`config.mk`:
```
export PLATFORM = sky130hd
export DESIGN_NAME = transform_matrix_accumulator
export DESIGN_NICKNAME = d
export VERILOG_FILES = /design/src/design/tmacc_pkg.sv /design/src/design/tmacc_mac.sv /design/src/design/transform_matrix_accumulator.sv
export SDC_FILE = /design/constraint.sdc
export NUM_CORES = 2
export LEC_CHECK = 0
export ABC_AREA = 0
export BUFFER_PORTS_ARGS = -buffer_cell sky130_fd_sc_hd__buf_4
export CORE_ASPECT_RATIO = 1.75
export CORE_MARGIN = 5
export CORE_UTILIZATION = 45
export CTS_CLUSTER_DIAMETER = 60
export DETAILED_ROUTE_END_ITERATION = 16
export SETUP_SLACK_MARGIN = 0.3
export SLEW_MARGIN = 20
export SYNTH_ARGS = -nofsm -noshare
export SYNTH_HDL_FRONTEND = slang
export SYNTH_SLANG_ARGS = --single-unit
export TNS_END_PERCENT = 100
```
`constraint.sdc`:
```
create_clock -name clk -period 17.24 [get_ports clk]
set_input_delay 3.448 -clock clk [delete_from_list [all_inputs] [get_ports clk]]
set_output_delay 3.448 -clock clk [all_outputs]
set_load 0.1 [all_outputs]
```
`src/design/tmacc_pkg.sv`:
```
// ----------------------------------------------------------------------------
// Transform matrix accumulator package
// Command codes, fixed-point constants and the operand matrix generator.
// ----------------------------------------------------------------------------
package tmacc_pkg;

  typedef enum logic [2:0] {
    CMD_IDENTITY  = 3'd0,
    CMD_TRANSLATE = 3'd1,
    CMD_ROTATE_X  = 3'd2,
    CMD_ROTATE_Y  = 3'd3,
    CMD_ROTATE_Z  = 3'd4,
    CMD_READ      = 3'd5
  } cmd_t;

  localparam int DataW  = 32;
  localparam int OperW  = DataW + 1;        // holds the negated sine exactly
  localparam int ProdW  = DataW + OperW;
  localparam int FracW  = 16;
  localparam int ShW    = ProdW - FracW;
  localparam int AccW   = ShW + 2;          // four terms summed

  localparam logic signed [DataW-1:0] Q_ONE   = 32'sd65536;
  localparam logic signed [DataW-1:0] SAT_MAX = 32'sh7fffffff;
  localparam logic signed [DataW-1:0] SAT_MIN = 32'sh80000000;

  typedef struct packed {
    logic issue;
    logic first;
    logic last;
  } mac_ctl_t;

  // Entry (i, c) of the matrix that the current matrix is post-multiplied by.
  function automatic logic signed [OperW-1:0] op_entry(
    input logic [2:0]              cmd,
    input logic [1:0]              i,
    input logic [1:0]              c,
    input logic signed [OperW-1:0] s,
    input logic signed [OperW-1:0] k,
    input logic signed [OperW-1:0] z
  );
    logic signed [OperW-1:0] ns;
    logic signed [OperW-1:0] one;
    logic signed [OperW-1:0] val;
    ns  = -s;
    one = OperW'(Q_ONE);
    val = (i == c) ? one : '0;
    case (cmd)
      CMD_TRANSLATE: begin
        if (i == 2'd3 && c == 2'd0) val = s;
        if (i == 2'd3 && c == 2'd1) val = k;
        if (i == 2'd3 && c == 2'd2) val = z;
      end
      CMD_ROTATE_X: begin
        if (i == 2'd1 && c == 2'd1) val = k;
        if (i == 2'd1 && c == 2'd2) val = s;
        if (i == 2'd2 && c == 2'd1) val = ns;
        if (i == 2'd2 && c == 2'd2) val = k;
      end
      CMD_ROTATE_Y: begin
        if (i == 2'd0 && c == 2'd0) val = k;
        if (i == 2'd0 && c == 2'd2) val = ns;
        if (i == 2'd2 && c == 2'd0) val = s;
        if (i == 2'd2 && c == 2'd2) val = k;
      end
      CMD_ROTATE_Z: begin
        if (i == 2'd0 && c == 2'd0) val = k;
        if (i == 2'd0 && c == 2'd1) val = s;
        if (i == 2'd1 && c == 2'd0) val = ns;
        if (i == 2'd1 && c == 2'd1) val = k;
      end
      default: begin
      end
    endcase
    return val;
  endfunction

endpackage

```
`src/design/tmacc_mac.sv`:
```
// ----------------------------------------------------------------------------
// Transform matrix accumulator multiply-accumulate unit
// One signed multiplier, floor shift, four-term accumulation and saturation.
// ----------------------------------------------------------------------------
module tmacc_mac (
  input  logic                                clk,
  input  logic                                rst,
  input  tmacc_pkg::mac_ctl_t                 ctl,
  input  logic signed [tmacc_pkg::DataW-1:0]  mul_a,
  input  logic signed [tmacc_pkg::OperW-1:0]  mul_b,
  output logic                                res_valid,
  output logic signed [tmacc_pkg::DataW-1:0]  result
);

  logic signed [tmacc_pkg::ProdW-1:0] prod;
  logic                               p_valid;
  logic                               p_first;
  logic                               p_last;
  logic signed [tmacc_pkg::AccW-1:0]  acc;
  logic signed [tmacc_pkg::ShW-1:0]   shifted;
  logic signed [tmacc_pkg::AccW-1:0]  acc_next;
  logic signed [tmacc_pkg::DataW-1:0] sat;

  always_ff @(posedge clk) begin
    prod    <= mul_a * mul_b;
    p_first <= ctl.first;
    p_last  <= ctl.last;
    if (rst) begin
      p_valid <= 1'b0;
    end else begin
      p_valid <= ctl.issue;
    end
  end

  // Dropping the low 16 bits of a signed product rounds toward minus infinity.
  assign shifted  = prod[tmacc_pkg::ProdW-1:tmacc_pkg::FracW];
  assign acc_next = (p_first ? '0 : acc) + tmacc_pkg::AccW'(shifted);

  always_comb begin
    if (acc_next > tmacc_pkg::AccW'(tmacc_pkg::SAT_MAX)) begin
      sat = tmacc_pkg::SAT_MAX;
    end else if (acc_next < tmacc_pkg::AccW'(tmacc_pkg::SAT_MIN)) begin
      sat = tmacc_pkg::SAT_MIN;
    end else begin
      sat = acc_next[tmacc_pkg::DataW-1:0];
    end
  end

  always_ff @(posedge clk) begin
    if (p_valid) begin
      acc <= acc_next;
    end
    result <= sat;
    if (rst) begin
      res_valid <= 1'b0;
    end else begin
      res_valid <= p_valid && p_last;
    end
  end

endmodule

```
`src/design/transform_matrix_accumulator.sv`:
```
// ----------------------------------------------------------------------------
// Transform matrix accumulator
// Keeps a 4x4 Q16.16 homogeneous transform and applies commands to it.
// ----------------------------------------------------------------------------
// Input beats (in_valid/in_stall) carry a command and three operands. Identity
// loads the identity matrix. Translate and the three rotations post-multiply
// the matrix through one shared multiply-accumulate unit, four products per
// new entry: each row is loaded into the row buffer, its products are issued
// and the unit is drained, and the input is stalled until the last row is
// written back. A read command emits 16 output beats (out_valid/out_stall) in
// row-major order, one per cycle when the receiver takes them, the first in
// the cycle after the command is accepted; last_entry marks the sixteenth.
// While out_stall is high the current beat holds and the input stays stalled.
// Commands six and seven are taken and ignored.
// Reset loads the identity matrix and leaves the block idle.
// ----------------------------------------------------------------------------
module transform_matrix_accumulator (
  input  logic               clk,
  input  logic               rst,
  input  logic               in_valid,
  output logic               in_stall,
  input  logic [2:0]         command,
  input  logic signed [31:0] operand_a,
  input  logic signed [31:0] operand_b,
  input  logic signed [31:0] operand_c,
  output logic               out_valid,
  input  logic               out_stall,
  output logic [1:0]         row_index,
  output logic [1:0]         column_index,
  output logic signed [31:0] entry_value,
  output logic               last_entry
);

  typedef enum logic [4:0] {
    ST_IDLE  = 5'b00001,
    ST_LOAD  = 5'b00010,
    ST_ISSUE = 5'b00100,
    ST_DRAIN = 5'b01000,
    ST_READ  = 5'b10000
  } state_t;

  state_t                               state;
  state_t                               state_next;
  logic [3:0]                           cnt;
  logic [1:0]                           row;
  logic [1:0]                           wcol;
  logic [2:0]                           cmd;
  logic signed [tmacc_pkg::OperW-1:0]   op_s;
  logic signed [tmacc_pkg::OperW-1:0]   op_k;
  logic signed [tmacc_pkg::OperW-1:0]   op_z;
  logic signed [tmacc_pkg::DataW-1:0]   mat [16];
  logic signed [tmacc_pkg::DataW-1:0]   rowbuf [4];
  logic                                 in_acc;
  logic                                 out_acc;
  logic                                 rotate;
  tmacc_pkg::mac_ctl_t                  ctl;
  logic signed [tmacc_pkg::OperW-1:0]   mul_b;
  logic                                 res_valid;
  logic signed [tmacc_pkg::DataW-1:0]   result;

  assign in_stall = (state != ST_IDLE);
  assign in_acc   = in_valid && !in_stall;
  assign out_acc  = out_valid && !out_stall;

  assign out_valid    = (state == ST_READ);
  assign row_index    = cnt[3:2];
  assign column_index = cnt[1:0];
  assign entry_value  = mat[0];
  assign last_entry   = (cnt == 4'd15);

  // The matrix is a circular register; loading an entry into the row buffer or
  // reading out an entry turns it by one place, and sixteen turns bring it back into line.
  assign rotate = (state == ST_LOAD) || ((state == ST_READ) && out_acc);

  assign ctl.issue = (state == ST_ISSUE);
  assign ctl.first = (cnt[1:0] == 2'd0);
  assign ctl.last  = (cnt[1:0] == 2'd3);
  assign mul_b     = tmacc_pkg::op_entry(cmd, cnt[1:0], cnt[3:2], op_s, op_k, op_z);

  tmacc_mac u_mac (
    .clk       (clk),
    .rst       (rst),
    .ctl       (ctl),
    .mul_a     (rowbuf[cnt[1:0]]),
    .mul_b     (mul_b),
    .res_valid (res_valid),
    .result    (result)
  );

  always_comb begin
    state_next = state;
    case (state)
      ST_IDLE: begin
        if (in_acc) begin
          case (command)
            tmacc_pkg::CMD_TRANSLATE, tmacc_pkg::CMD_ROTATE_X,
            tmacc_pkg::CMD_ROTATE_Y, tmacc_pkg::CMD_ROTATE_Z: state_next = ST_LOAD;
            tmacc_pkg::CMD_READ: state_next = ST_READ;
            default: state_next = ST_IDLE;
          endcase
        end
      end
      ST_LOAD: begin
        if (cnt[1:0] == 2'd3) state_next = ST_ISSUE;
      end
      ST_ISSUE: begin
        if (cnt == 4'd15) state_next = ST_DRAIN;
      end
      ST_DRAIN: begin
        if (res_valid) state_next = (row == 2'd3) ? ST_IDLE : ST_LOAD;
      end
      ST_READ: begin
        if (out_acc && last_entry) state_next = ST_IDLE;
      end
      default: state_next = ST_IDLE;
    endcase
  end

  always_ff @(posedge clk) begin
    if (rst) begin
      state <= ST_IDLE;
      cnt   <= '0;
      row   <= '0;
      wcol  <= '0;
    end else begin
      state <= state_next;
      case (state)
        ST_IDLE: begin
          cnt <= '0;
          row <= '0;
        end
        ST_LOAD: begin
          cnt <= (cnt[1:0] == 2'd3) ? 4'd0 : cnt + 4'd1;
        end
        ST_ISSUE: begin
          cnt <= cnt + 4'd1;
        end
        ST_DRAIN: begin
          cnt <= '0;
          if (res_valid) row <= row + 2'd1;
        end
        ST_READ: begin
          if (out_acc) cnt <= cnt + 4'd1;
        end
        default: cnt <= '0;
      endcase
      if (res_valid) wcol <= wcol + 2'd1;
    end
  end

  always_ff @(posedge clk) begin
    if (in_acc) begin
      cmd  <= command;
      op_s <= tmacc_pkg::OperW'(operand_a);
      op_k <= tmacc_pkg::OperW'(operand_b);
      op_z <= tmacc_pkg::OperW'(operand_c);
    end
    if (state == ST_LOAD) begin
      rowbuf[0] <= rowbuf[1];
      rowbuf[1] <= rowbuf[2];
      rowbuf[2] <= rowbuf[3];
      rowbuf[3] <= mat[0];
    end
  end

  always_ff @(posedge clk) begin
    if (rst || (in_acc && command == tmacc_pkg::CMD_IDENTITY)) begin
      for (int j = 0; j < 16; j++) begin
        mat[j] <= (j % 5 == 0) ? tmacc_pkg::Q_ONE : '0;
      end
    end else if (rotate) begin
      for (int j = 0; j < 15; j++) begin
        mat[j] <= mat[j+1];
      end
      mat[15] <= mat[0];
    end else if (res_valid) begin
      // The row being rebuilt sits in the last four places after its load.
      mat[{2'b11, wcol}] <= result;
    end
  end

endmodule

```
==> flow_metrics.py <==
metrics = {
    "outcome": {
        "status": "finished, final reports clean",
    },
    "grt": {
        "grt_usage_pct": 27.3,
        "grt_pass1_wl_um": 368000,
        "grt-ovfl-total": 0,
        "first_global_vias": 59400,
        "grt_max_degree": 228,
        "antenna_found_initial": 9,
    },
    "setup_path": {
        "cp.arrival_ps": 13200,
        "worstRegToRegCells": 33,
        "path_class": "flop to flop",
        "crit_path_frequent_cell": "fa_1",
        "crit_path_top_delay_cell": "nor4_1",
        "cp_slowest_stage_delay_ps": 820,
        "crit_fanout": 27,
        "cp-end-kind": "flop",
        "startpoint_type": "flop",
        "cp.required_ps": 17840,
    },
    "die": {
        "die-area_um2": 179000,
        "num_rows": 200,
        "core-area_um2": 170000,
        "initial_utilization_pct": 45.3,
        "die_x_um": 322,
        "pin_count": 142,
        "die_y_um": 557,
    },
    "clocking": {
        "cts_buffer_depth": 3,
        "clock_latency_ps": 710,
        "cts-root-buf": "clkbuf_16",
        "numCtsBuffers": 86,
        "htreeDepth": 3,
        "path_clk_slew_ps": 70,
        "cts_sinks": 890,
        "post_cts_buffers": 0,
        "cts_tree": "built",
        "post_cts_resized": 0,
        "hold_buffers": 0,
    },
    "route": {
        "drt_iter0_markers": 4624,
        "wl_per_cell_um": 25.3,
        "drt-total-wl_um": 244000,
        "drc": 0,
        "vias": 55000,
        "ant_nets": 0,
        "first_pass_iters": 7,
        "vias_per_cell": 5.71,
    },
    "yosys": {
        "avgSynthCellArea_um2": 10.3,
        "synthSimpleGateAreaFrac_pct": 15.2,
        "yosys_warnings": 0,
        "synth_fa_ha_area_share_pct": 32.9,
        "netlist.area_leader.share_pct": 30.9,
        "synth_compound_area_share_pct": 7.90,
        "yosys-top-cells-count": "inv_1 (1,135), fa_1 (1,112), nand2_1 (799), edfxtp_1 (790), nor2_1 (599)",
        "synth_mux_area_share_pct": 1.06,
        "synth-seq-cells": 890,
        "ys_seq_area_share_pct": 33.5,
        "synthArstFlopShare_pct": 0,
        "synth_edf_count": 790,
        "synth_nets": 8898,
        "synth_xor_xnor_area_share_pct": 1.55,
        "syn_inst": 7440,
        "synth_area_leaders": "edfxtp_1 (31%), fa_1 (29%), inv_1 (5.5%)",
        "synth_cell_types": 87,
        "synth_area_um2": 76800,
        "yosysTopAreaCell": "edfxtp_1",
        "ys.flop_type": "edfxtp_1",
        "yosysMostFrequentCell": "inv_1",
        "synth_top_family_by_area": "adder cells",
    },
    "placement": {
        "dp_hpwl_um": 182000,
        "finalWeightedCongestion": 0.954,
        "port_buffers": 141,
    },
    "sta": {
        "worst_clock_skew_ps": 53.9,
        "slew_headroom_pct": 19.2,
        "min_period_ps": 12610,
        "drv_slew": 0,
        "final.setup.tns_ps": 0,
        "rsz0062_at_grt": "no",
        "clock.fmax_ghz": 0.0793,
        "worst_slew_pin_slew_ps": 1200,
        "fin_hold_ws_ps": 425,
        "finalCritPeriodShare_pct": 73.1,
        "setup_viol": 0,
        "hold_viol_final": 0,
    },
    "final_layout": {
        "multi_input_area_um2": 45200,
        "layout.nets": 8784,
        "ff_latch_area_um2": 25700,
        "syn_to_final_growth_pct": 8.11,
        "fill_cells": 15800,
        "drive_above_1_share_pct": 6.95,
    },
    "hold_path": {
        "holdPathStages": 2,
        "hold_path_class": "flop to flop",
    },
    "job": {
        "drv_cap": 0,
    },
}
[layer usage]
layer | wire (um) | up-vias | global-route usage, % | part of all wire (%)
li1 | - | 23900 | - | -
met1 | 84900 | 28400 | 30.1 | 35
met5 | 0 | - | 0 | 0
met3 | 14200 | 801 | 4.23 | 5.8
met4 | 19100 | 0 | 17.4 | 7.8
met2 | 126000 | 2003 | 48.8 | 52
[layout by cell type (no fill, tap or decap), types with 33 or more instances in the layout]
cell	n
a21o_1	64
a21oi_1	185
a221oi_1	34
a22oi_1	39
and2_1	156
and3_1	335
buf_4	275
clkbuf_16	86
dfxtp_1	94
edfxtp_1	790
fa_1	1112
ha_1	242
inv_1	1133
mux2i_1	33
nand2_1	799
nand2b_1	167
nand3_1	44
nand4_1	39
nor2_1	598
nor2b_1	112
nor3_1	52
o21ai_0	324
xnor2_1	77
xor2_1	59
[per-stage QoR]
| stage | utilization [%] | cell area, um2 | worst slack, ps | instances |
|---|---|---|---|---|
| finish | 49.0 | 83100 | 4630 | 9632 |
| global route | 48.9 | 83000 | 4160 | 9624 |
| CTS | 48.9 | 83000 | 4720 | 9618 |
| detailed placement | 47.2 | 80200 | 4720 | 9460 |
| global placement | 47.2 | 80200 | 4760 | 9460 |
| floorplan | - | 76800 | 2960 | 7440 |
[cells by family after synthesis]
kind of cell / count (synthesis)
adder cells (fa/ha/maj): 1355
AO/OA/AOI/OAI: 961
AND/OR/NAND/NOR: 2417
XOR/XNOR: 136
buffers and inverters: 1615
flip-flops: 890
multiplexers: 66
[worst max-delay path, delay by kind of cell (launching register included)]
family / cells / cell delay, ps
AOI/OAI and AO/OA: 7 / 2030
and+or+nand+nor: 11 / 3980
buffers and inverters: 5 / 950
adders and majority gates: 10 / 4970
DFF: 1 / 510
[final cells by class]
| type | instances | area share (%) |
|---|---|---|
| Antenna cell | 14 | 0.0422 |
| Multi-Input combinational cell | 4935 | 54.5 |
| Clock buffer | 125 | 2.89 |
| Timing Repair Buffer | 278 | 2.56 |
| Tap cell | 2222 | 3.35 |
| Sequential cell | 890 | 31.0 |
| Clock inverter | 33 | 0.559 |
| Inverter | 1135 | 5.14 |
[flip-flops by register name, indices dropped and copies added, names as in the netlist, named ones only]
signal and flops:
row 2, op_z 32, u_mac.result 32, op_s 32, cnt 4, u_mac.p_first 1
op_k 32, u_mac.acc 51, u_mac.prod 49, rowbuf 128, state 5, cmd 3
u_mac.res_valid 1, mat 512, u_mac.p_last 1, wcol 2, u_mac.p_valid 1
[worst paths after layout]
kind / slack, ps / end / from
setup / recovery: 4630 / u_mac.prod[64]$_DFF_P_ / op_s[0]$_DFFE_PP_
hold / removal: 420 / u_mac.res_valid$_SDFF_PP0_ / u_mac.p_last$_DFF_P_
setup reg to reg: 4630 / u_mac.prod[64]$_DFF_P_ / op_s[0]$_DFFE_PP_
hold reg to reg: 420 / u_mac.res_valid$_SDFF_PP0_ / u_mac.p_last$_DFF_P_
Power is left out: the tool's default activity adds up to more than one toggle a clock period on the data nets, which glitch-free logic cannot reach.
